[config.mk]
export PLATFORM = sky130hd
export DESIGN_NAME = murmur3_bucket_hash_top
export DESIGN_NICKNAME = d
export VERILOG_FILES = /design/src/hdl/m3bh_pkg.sv /design/src/hdl/m3bh_mul.sv /design/src/hdl/murmur3_bucket_hash_top.sv
export SDC_FILE = /design/constraint.sdc
export NUM_CORES = 2
export LEC_CHECK = 0
export ABC_AREA = 1
export BUFFER_PORTS_ARGS = -buffer_cell sky130_fd_sc_hd__clkbuf_2
export CAP_MARGIN = 20
export CORE_MARGIN = 4
export CORE_UTILIZATION = 60
export CTS_BUF_LIST = sky130_fd_sc_hd__clkbuf_8
export DETAILED_ROUTE_END_ITERATION = 10
export PLACE_DENSITY = 0.77
export SLEW_MARGIN = 20
export SYNTH_ARGS = -nofsm -noshare
export SYNTH_HDL_FRONTEND = slang
export SYNTH_HIERARCHICAL = 1
export SYNTH_SLANG_ARGS = --single-unit
export TNS_END_PERCENT = 5
[constraint.sdc]
create_clock -name i_clk -period 9.1 [get_ports i_clk]
set_input_delay 0.455 -clock i_clk [delete_from_list [all_inputs] [get_ports i_clk]]
set_output_delay 0.455 -clock i_clk [all_outputs]
set_load 0.05 [all_outputs]
[src/hdl/m3bh_pkg.sv]
// Package for the MurmurHash3 x86_32 bucket hasher.
// Holds mixing constants, the sequencer state type and the rotate helpers.
// No dependencies.
package m3bh_pkg;

    localparam logic [31:0] MIX_C1  = 32'hcc9e2d51;
    localparam logic [31:0] MIX_C2  = 32'h1b873593;
    localparam logic [31:0] MIX_ADD = 32'he6546b64;
    localparam logic [31:0] FIN_M1  = 32'h85ebca6b;
    localparam logic [31:0] FIN_M2  = 32'hc2b2ae35;
    localparam logic [31:0] MIX_M5  = 32'd5;
    localparam logic [31:0] SEED_RESET = 32'd23;

    typedef enum logic [3:0] {
        S_IDLE,
        S_BK1,
        S_BK2,
        S_BK3,
        S_BK4,
        S_T1,
        S_T2,
        S_F1,
        S_F2,
        S_F3,
        S_MQ,
        S_MOD,
        S_DONE
    } t_state;

    function automatic logic [31:0] rotl15(input logic [31:0] v);
        rotl15 = {v[16:0], v[31:17]};
    endfunction

    function automatic logic [31:0] rotl13(input logic [31:0] v);
        rotl13 = {v[18:0], v[31:19]};
    endfunction

endpackage

[src/hdl/m3bh_mul.sv]
// Shared 32x32 multiplier with registered 64-bit product, given as low and high halves.
// Used by the hasher sequencer for every multiply step. No dependencies.
module m3bh_mul (
    input  logic        i_clk,
    input  logic [31:0] i_a,
    input  logic [31:0] i_b,
    output logic [31:0] o_prod,
    output logic [31:0] o_prod_hi
);

    logic [63:0] r_prod;

    always_ff @(posedge i_clk) begin
        r_prod <= {32'd0, i_a} * {32'd0, i_b};
    end

    assign o_prod    = r_prod[31:0];
    assign o_prod_hi = r_prod[63:32];

endmodule

[src/hdl/murmur3_bucket_hash_top.sv]
// MurmurHash3 x86_32 bucket hasher, top level; uses m3bh_pkg and m3bh_mul.
// Input: a byte that does not complete a block is taken in idle; a byte that completes a
// block is mixed in states BK1 to BK4 through the shared multiplier; input stalls until idle.
// Last item: tail T1, T2 (BK1 to BK4 if its byte completes a block, none with no tail), then
// finalizer F1 to F3, reciprocal remainder MQ and MOD, load in done; waits while output stalls.
// Reset: synchronous active low; seed returns to 23, key state and output valid clear.
module murmur3_bucket_hash_top
    import m3bh_pkg::*;
#(
    parameter int BUCKET_COUNT = 32
) (
    input  logic        i_clk,
    input  logic        i_rst_n,
    input  logic        i_in_valid,
    output logic        o_in_stall,
    input  logic [7:0]  i_key_byte,
    input  logic        i_has_byte,
    input  logic        i_last,
    output logic        o_out_valid,
    input  logic        i_out_stall,
    output logic [31:0] o_full_hash,
    output logic [4:0]  o_bucket,
    input  logic        i_cfg_valid,
    output logic        o_cfg_ready,
    input  logic [31:0] i_cfg_data
);

    localparam logic [31:0] BC32  = 32'(BUCKET_COUNT);
    localparam logic [31:0] RECIP = 32'(64'hffff_ffff / 64'(BUCKET_COUNT));

    t_state r_state, n_state;

    logic [31:0] r_seed;
    logic [31:0] r_acc;
    logic [31:0] r_gather;
    logic [1:0]  r_phase;
    logic [31:0] r_len;
    logic        r_last;
    logic [31:0] r_h;
    logic [4:0]  r_rem;
    logic        r_out_valid;
    logic [31:0] r_out_hash;
    logic [4:0]  r_out_bucket;

    logic [31:0] mul_a, mul_b, prod, prod_hi;
    logic        in_xfer, cfg_xfer, out_xfer, out_load;
    logic [31:0] gather_in;
    logic [1:0]  phase_in;
    logic [31:0] fin_x, fin_y, fin_h, blk_x;
    logic [31:0] mod_r0;
    logic [31:0] mod_fix;

    m3bh_mul u_mul (
        .i_clk     (i_clk),
        .i_a       (mul_a),
        .i_b       (mul_b),
        .o_prod    (prod),
        .o_prod_hi (prod_hi)
    );

    assign o_in_stall  = (r_state != S_IDLE);
    assign o_cfg_ready = (r_state == S_IDLE);
    assign in_xfer     = i_in_valid && !o_in_stall;
    assign cfg_xfer    = i_cfg_valid && o_cfg_ready;
    assign out_xfer    = r_out_valid && !i_out_stall;
    assign out_load    = (r_state == S_DONE) && !(r_out_valid && i_out_stall);

    assign gather_in = r_gather | (32'(i_key_byte) << {r_phase, 3'b000});
    assign phase_in  = r_phase + 2'd1;

    assign blk_x = r_acc ^ prod;
    assign fin_x = ((r_phase != 2'd0) ? (r_acc ^ prod) : r_acc) ^ r_len;
    assign fin_y = prod ^ (prod >> 13);
    assign fin_h = prod ^ (prod >> 16);

    assign mod_r0  = r_h - prod;
    assign mod_fix = (mod_r0 >= BC32) ? (mod_r0 - BC32) : mod_r0;

    always_comb begin
        n_state = r_state;
        unique case (r_state)
            S_IDLE: begin
                if (in_xfer) begin
                    if (i_has_byte && (phase_in == 2'd0)) begin
                        n_state = S_BK1;
                    end else if (i_last) begin
                        n_state = (i_has_byte || (r_phase != 2'd0)) ? S_T1 : S_F1;
                    end
                end
            end
            S_BK1:  n_state = S_BK2;
            S_BK2:  n_state = S_BK3;
            S_BK3:  n_state = S_BK4;
            S_BK4:  n_state = r_last ? S_F1 : S_IDLE;
            S_T1:   n_state = S_T2;
            S_T2:   n_state = S_F1;
            S_F1:   n_state = S_F2;
            S_F2:   n_state = S_F3;
            S_F3:   n_state = S_MQ;
            S_MQ:   n_state = S_MOD;
            S_MOD:  n_state = S_DONE;
            S_DONE: n_state = out_load ? S_IDLE : S_DONE;
            default: n_state = S_IDLE;
        endcase
    end

    always_comb begin
        mul_a = r_gather;
        mul_b = MIX_C1;
        unique case (r_state)
            S_BK1, S_T1: begin
                mul_a = r_gather;
                mul_b = MIX_C1;
            end
            S_BK2, S_T2: begin
                mul_a = rotl15(prod);
                mul_b = MIX_C2;
            end
            S_BK3: begin
                mul_a = rotl13(blk_x);
                mul_b = MIX_M5;
            end
            S_F1: begin
                mul_a = fin_x ^ (fin_x >> 16);
                mul_b = FIN_M1;
            end
            S_F2: begin
                mul_a = fin_y;
                mul_b = FIN_M2;
            end
            S_F3: begin
                mul_a = fin_h;
                mul_b = RECIP;
            end
            S_MQ: begin
                mul_a = prod_hi;
                mul_b = BC32;
            end
            default: begin
                mul_a = r_gather;
                mul_b = MIX_C1;
            end
        endcase
    end

    always_ff @(posedge i_clk) begin
        if (!i_rst_n) begin
            r_state     <= S_IDLE;
            r_seed      <= SEED_RESET;
            r_acc       <= SEED_RESET;
            r_gather    <= '0;
            r_phase     <= '0;
            r_len       <= '0;
            r_last      <= 1'b0;
            r_out_valid <= 1'b0;
        end else begin
            r_state <= n_state;
            if (cfg_xfer) begin
                r_seed <= i_cfg_data;
                if (r_len == 32'd0) begin
                    r_acc <= i_cfg_data;
                end
            end
            if (in_xfer) begin
                r_last <= i_last;
                if (i_has_byte) begin
                    r_gather <= gather_in;
                    r_phase  <= phase_in;
                    r_len    <= r_len + 32'd1;
                end
            end
            case (r_state)
                S_BK3: r_acc <= blk_x;
                S_BK4: begin
                    r_acc    <= prod + MIX_ADD;
                    r_gather <= '0;
                end
                S_F3: begin
                    r_acc    <= r_seed;
                    r_gather <= '0;
                    r_phase  <= '0;
                    r_len    <= '0;
                end
                default: ;
            endcase
            if (out_load) begin
                r_out_valid <= 1'b1;
            end else if (out_xfer) begin
                r_out_valid <= 1'b0;
            end
        end
    end

    always_ff @(posedge i_clk) begin
        if (r_state == S_F3) begin
            r_h <= fin_h;
        end
        if (r_state == S_MOD) begin
            r_rem <= mod_fix[4:0];
        end
        if (out_load) begin
            r_out_hash   <= r_h;
            r_out_bucket <= r_rem;
        end
    end

    assign o_out_valid = r_out_valid;
    assign o_full_hash = r_out_hash;
    assign o_bucket    = r_out_bucket;

    a_done_loads: assert property (@(posedge i_clk) disable iff (!i_rst_n)
        out_load |=> (o_out_valid && (r_state == S_IDLE)))
        else $error("result not loaded on leaving done state");

    a_block_phase: assert property (@(posedge i_clk) disable iff (!i_rst_n)
        (r_state == S_BK4) |-> (r_phase == 2'd0))
        else $error("block mixed with partial gather");

    a_idle_clean: assert property (@(posedge i_clk) disable iff (!i_rst_n)
        ((r_state == S_IDLE) && (r_len == 32'd0)) |-> ((r_phase == 2'd0) && (r_gather == 32'd0)))
        else $error("key state not cleared at key start");

    a_done_held: assert property (@(posedge i_clk) disable iff (!i_rst_n)
        ((r_state == S_DONE) && r_out_valid && i_out_stall) |=> (r_state == S_DONE))
        else $error("result dropped while output stalled");

endmodule

==> metrics.yaml <==
sta:
  post-route-min-period_ps: 8970
  skew_ps: 35.1
  worst_pin_slew_ps: 1080
  tns_ps: 0
  final-max-slew-violation-count: 0
  max_slew_margin_pct: 28.2
  rsz0062_at_grt: "no"
  clock.fmax_mhz: 111
  setup_viol: 0
  timing.final.crit_share_pct: 98.6
  hold_viol: 0
finish:
  final_cell_mix: "nand2_1, inv_1, fa_1"
  fin_area_mm2: 0.0545
  layout.cells.non_filler: 8147
  final_common_cell: "nand2_1"
  final_nets: 8188
  drive_above_1_share_pct: 6.73
  synthToLayoutAreaGrowth_pct: 7.42
grt:
  overflow: 0
  grt_max_degree: 73
  use_met1_pct: 48.2
  met3_usage_pct: 7.40
  top_usage_layer: "met2"
  grt_pass1_vias: 45400
  grt_use_total_pct: 37.1
  use_met2_pct: 60.1
  antenna_found_initial: 4
  grt_first_pass_wirelength_mm: 256
drt:
  wirelength_mm: 164
  drt-pass1-iter-count: 7
  ant_nets: 0
  drt_iter0_drc: 4728
  drcViolationCount: 0
  vias: 44200
  wire_per_inst_um: 20.1
  via_per_inst: 5.43
synthesis:
  syn_area_mm2: 0.0507
  syn_inst: 6966
  ys_warn_count: 6
  synth.avg_cell_area_um2: 7.28
  synth.ff_latch_count: 274
  synth_ff_type: "dfxtp_1"
  async_flop_share_pct: 0
  ys_seq_area_share_pct: 12.3
  synth.distinct_cells: 52
  synth_edf_count: 74
worst_setup_path:
  worstSetupEndpointType: "flop"
  cpPeakStageDelay_ps: 580
  ff2ff_path_depth: 32
  cp.required_ps: 9610
  cpMaxStageDelayCell: "fa_1"
  r2r-start: "r_state[0]$_SDFFE_PN0P_"
  start_kind: "flop"
  crit_arrival_ps: 9490
  r2r_end: "u_mul/r_prod[35]$_DFF_P_"
  cp_common_cell: "fa_1"
  worstSetupPathType: "flop to flop"
  critPathMaxFanout: 20
  reg2reg_setup_slack_ps: 130
clock_network:
  cts_root_buf: "clkbuf_8"
  cts.sinks: 274
  path_clk_slew_ps: 70
  clockBufferDepth: 3
  cts_tree: "built"
  cts_max_level: 2
  insertion_delay_ps: 650
  cts_buffers: 49
place:
  gp_congestion: 1.12
  io_buffers: 86
  dpl_cell_area_mm2: 0.0532
  placed_cells: 8052
  hpwlAfterDp_mm: 132
floorplan:
  dieHeight_um: 299
  core_area_mm2: 0.0837
  fp.dieW_um: 299
  rows: 106
  initial_utilization_pct: 60.6
  ios: 87
  die_area_mm2: 0.0892
worst_hold_path:
  min_to: "r_seed[1]$_SDFFE_PN1P_"
  whs_path_depth: 3
  worstHoldStart: "i_cfg_data[1]"
  worstHoldPathType: "input pin to flop"
run_status:
  outcome: "finished, final reports clean"
flow_run:
  drv_cap: 0
## timing repair
item / CTS / global route
hold buffers: 0 / 0
setup endpoints to repair: 0 / 30
buffers inserted: 0 / 2
gates resized for setup: 0 / 3
## cell type report
class                      instances  area (um^2)
antenna                            1         2.50
clock buffer                      60          826
clock inverter                    31          397
fill                            7389        29200
inverter                        1948         7320
multi-input combinational       4452        36200
sequential                       274         6230
tap                             1134         1420
timing repair buffer             247         2060
## kinds of logic (layout without fill, tap and decap cells)
| kind of cell | count (synthesis) | count (layout) | synth area share [%] |
|---|---|---|---|
| and+or+nand+nor | 2727 | 2727 | 21.7 |
| buffers and inverters | 2244 | 2286 | 16.9 |
| adders and majority gates | 1169 | 1169 | 42.1 |
| AOI/OAI and AO/OA | 398 | 398 | 4.38 |
| DFF | 274 | 274 | 12.3 |
| xor gates and xnor gates | 148 | 148 | 2.56 |
| muxes | 5 | 5 | 0.0987 |
| other | 1 | 6 | 0.00740 |
## how the worst max path moves through the flow
| stage | startpoint | to | slack (ps) | cells after the start |
|---|---|---|---|---|
| 2_1_floorplan | r_phase[0]$_SDFFE_PP0P_ | u_mul/r_prod[56]$_DFF_P_ | 1390 | 39 |
| 3_3_place_gp | r_state[2]$_SDFFE_PN0P_ | u_mul/r_prod[35]$_DFF_P_ | 220 | 32 |
| 3_5_place_dp | r_state[1]$_SDFFE_PN0P_ | u_mul/r_prod[30]$_DFF_P_ | 130 | 30 |
| 4_1_cts | r_state[0]$_SDFFE_PN0P_ | u_mul/r_prod[30]$_DFF_P_ | 90 | 30 |
| 5_1_grt | r_state[0]$_SDFFE_PN0P_ | u_mul/r_prod[30]$_DFF_P_ | 20 | 31 |
| 6_report | r_state[0]$_SDFFE_PN0P_ | u_mul/r_prod[35]$_DFF_P_ | 130 | 32 |
## critical path: cells and delay by family, from the launching register on
kind / cells / cell delay, ps
AO/OA/AOI/OAI: 2 / 590
XOR/XNOR: 1 / 340
adder cells (fa/ha/maj): 9 / 4400
buffers and inverters: 10 / 1510
flip-flops: 1 / 360
AND/OR/NAND/NOR: 10 / 1600
## synthesized netlist by cell type, types with 3 or more instances
cell	n	area, um^2
nand2_2	16	100
or2_2	14	87.6
xor2_1	131	1150
a22oi_1	24	180
nor3_2	7	70.1
buf_6	7	78.8
inv_2	17	63.8
nand2_1	2093	7860
xnor2_1	17	149
o21bai_1	12	90.1
nor2_2	20	125
nor2_1	278	1040
nand2_4	3	33.8
clkbuf_1	239	897
inv_1	1926	7230
buf_2	42	210
edfxtp_1	74	2220
buf_4	3	22.5
nand3b_1	3	22.5
a221oi_1	5	43.8
o22ai_1	10	62.6
mux2i_1	5	50.1
a21oi_1	194	971
o2111ai_1	14	123
ha_1	272	3400
nor3_1	48	240
nand3_2	7	70.1
buf_1	3	11.3
o21ai_0	112	561
nand4_1	39	244
fa_1	897	18000
nor2_4	9	101
nand3_1	172	861
nor4_1	11	68.8
a211oi_1	8	60.1
a41oi_1	3	26.3
dfxtp_1	200	4000
o21ai_1	11	55.1
## sequential cells by signal (all words and copies together) (netlist names)
signal        count
o_full_hash      32
r_seed           32
r_phase           2
o_out_valid       1
o_bucket          5
r_h              32
r_acc            32
r_gather         32
r_state           4
r_rem             5
r_len            32
r_last            1
u_mul/r_prod     64
## metrics by stage
stage | worst slack (ps) | hold slack (ps) | util [%]
3_3_place_gp | 216 | 401 | 63.5
5_1_grt | 24.2 | 55.3 | 65.1
3_5_place_dp | 129 | 405 | 63.5
2_1_floorplan | 1390 | 400 | -
6_report | 126 | 48.0 | 65.1
4_1_cts | 86.5 | 42.4 | 65.0
## routing by layer
layer / routed length (um) / vias up
li1: - / 20000
met1: 62500 / 21400
met2: 75300 / 2301
met3: 16200 / 590
met4: 9720 / 2
met5: 19 / -
Power is left out: the tool's default activity adds up to more than one toggle a clock period on the data nets, which glitch-free logic cannot reach.
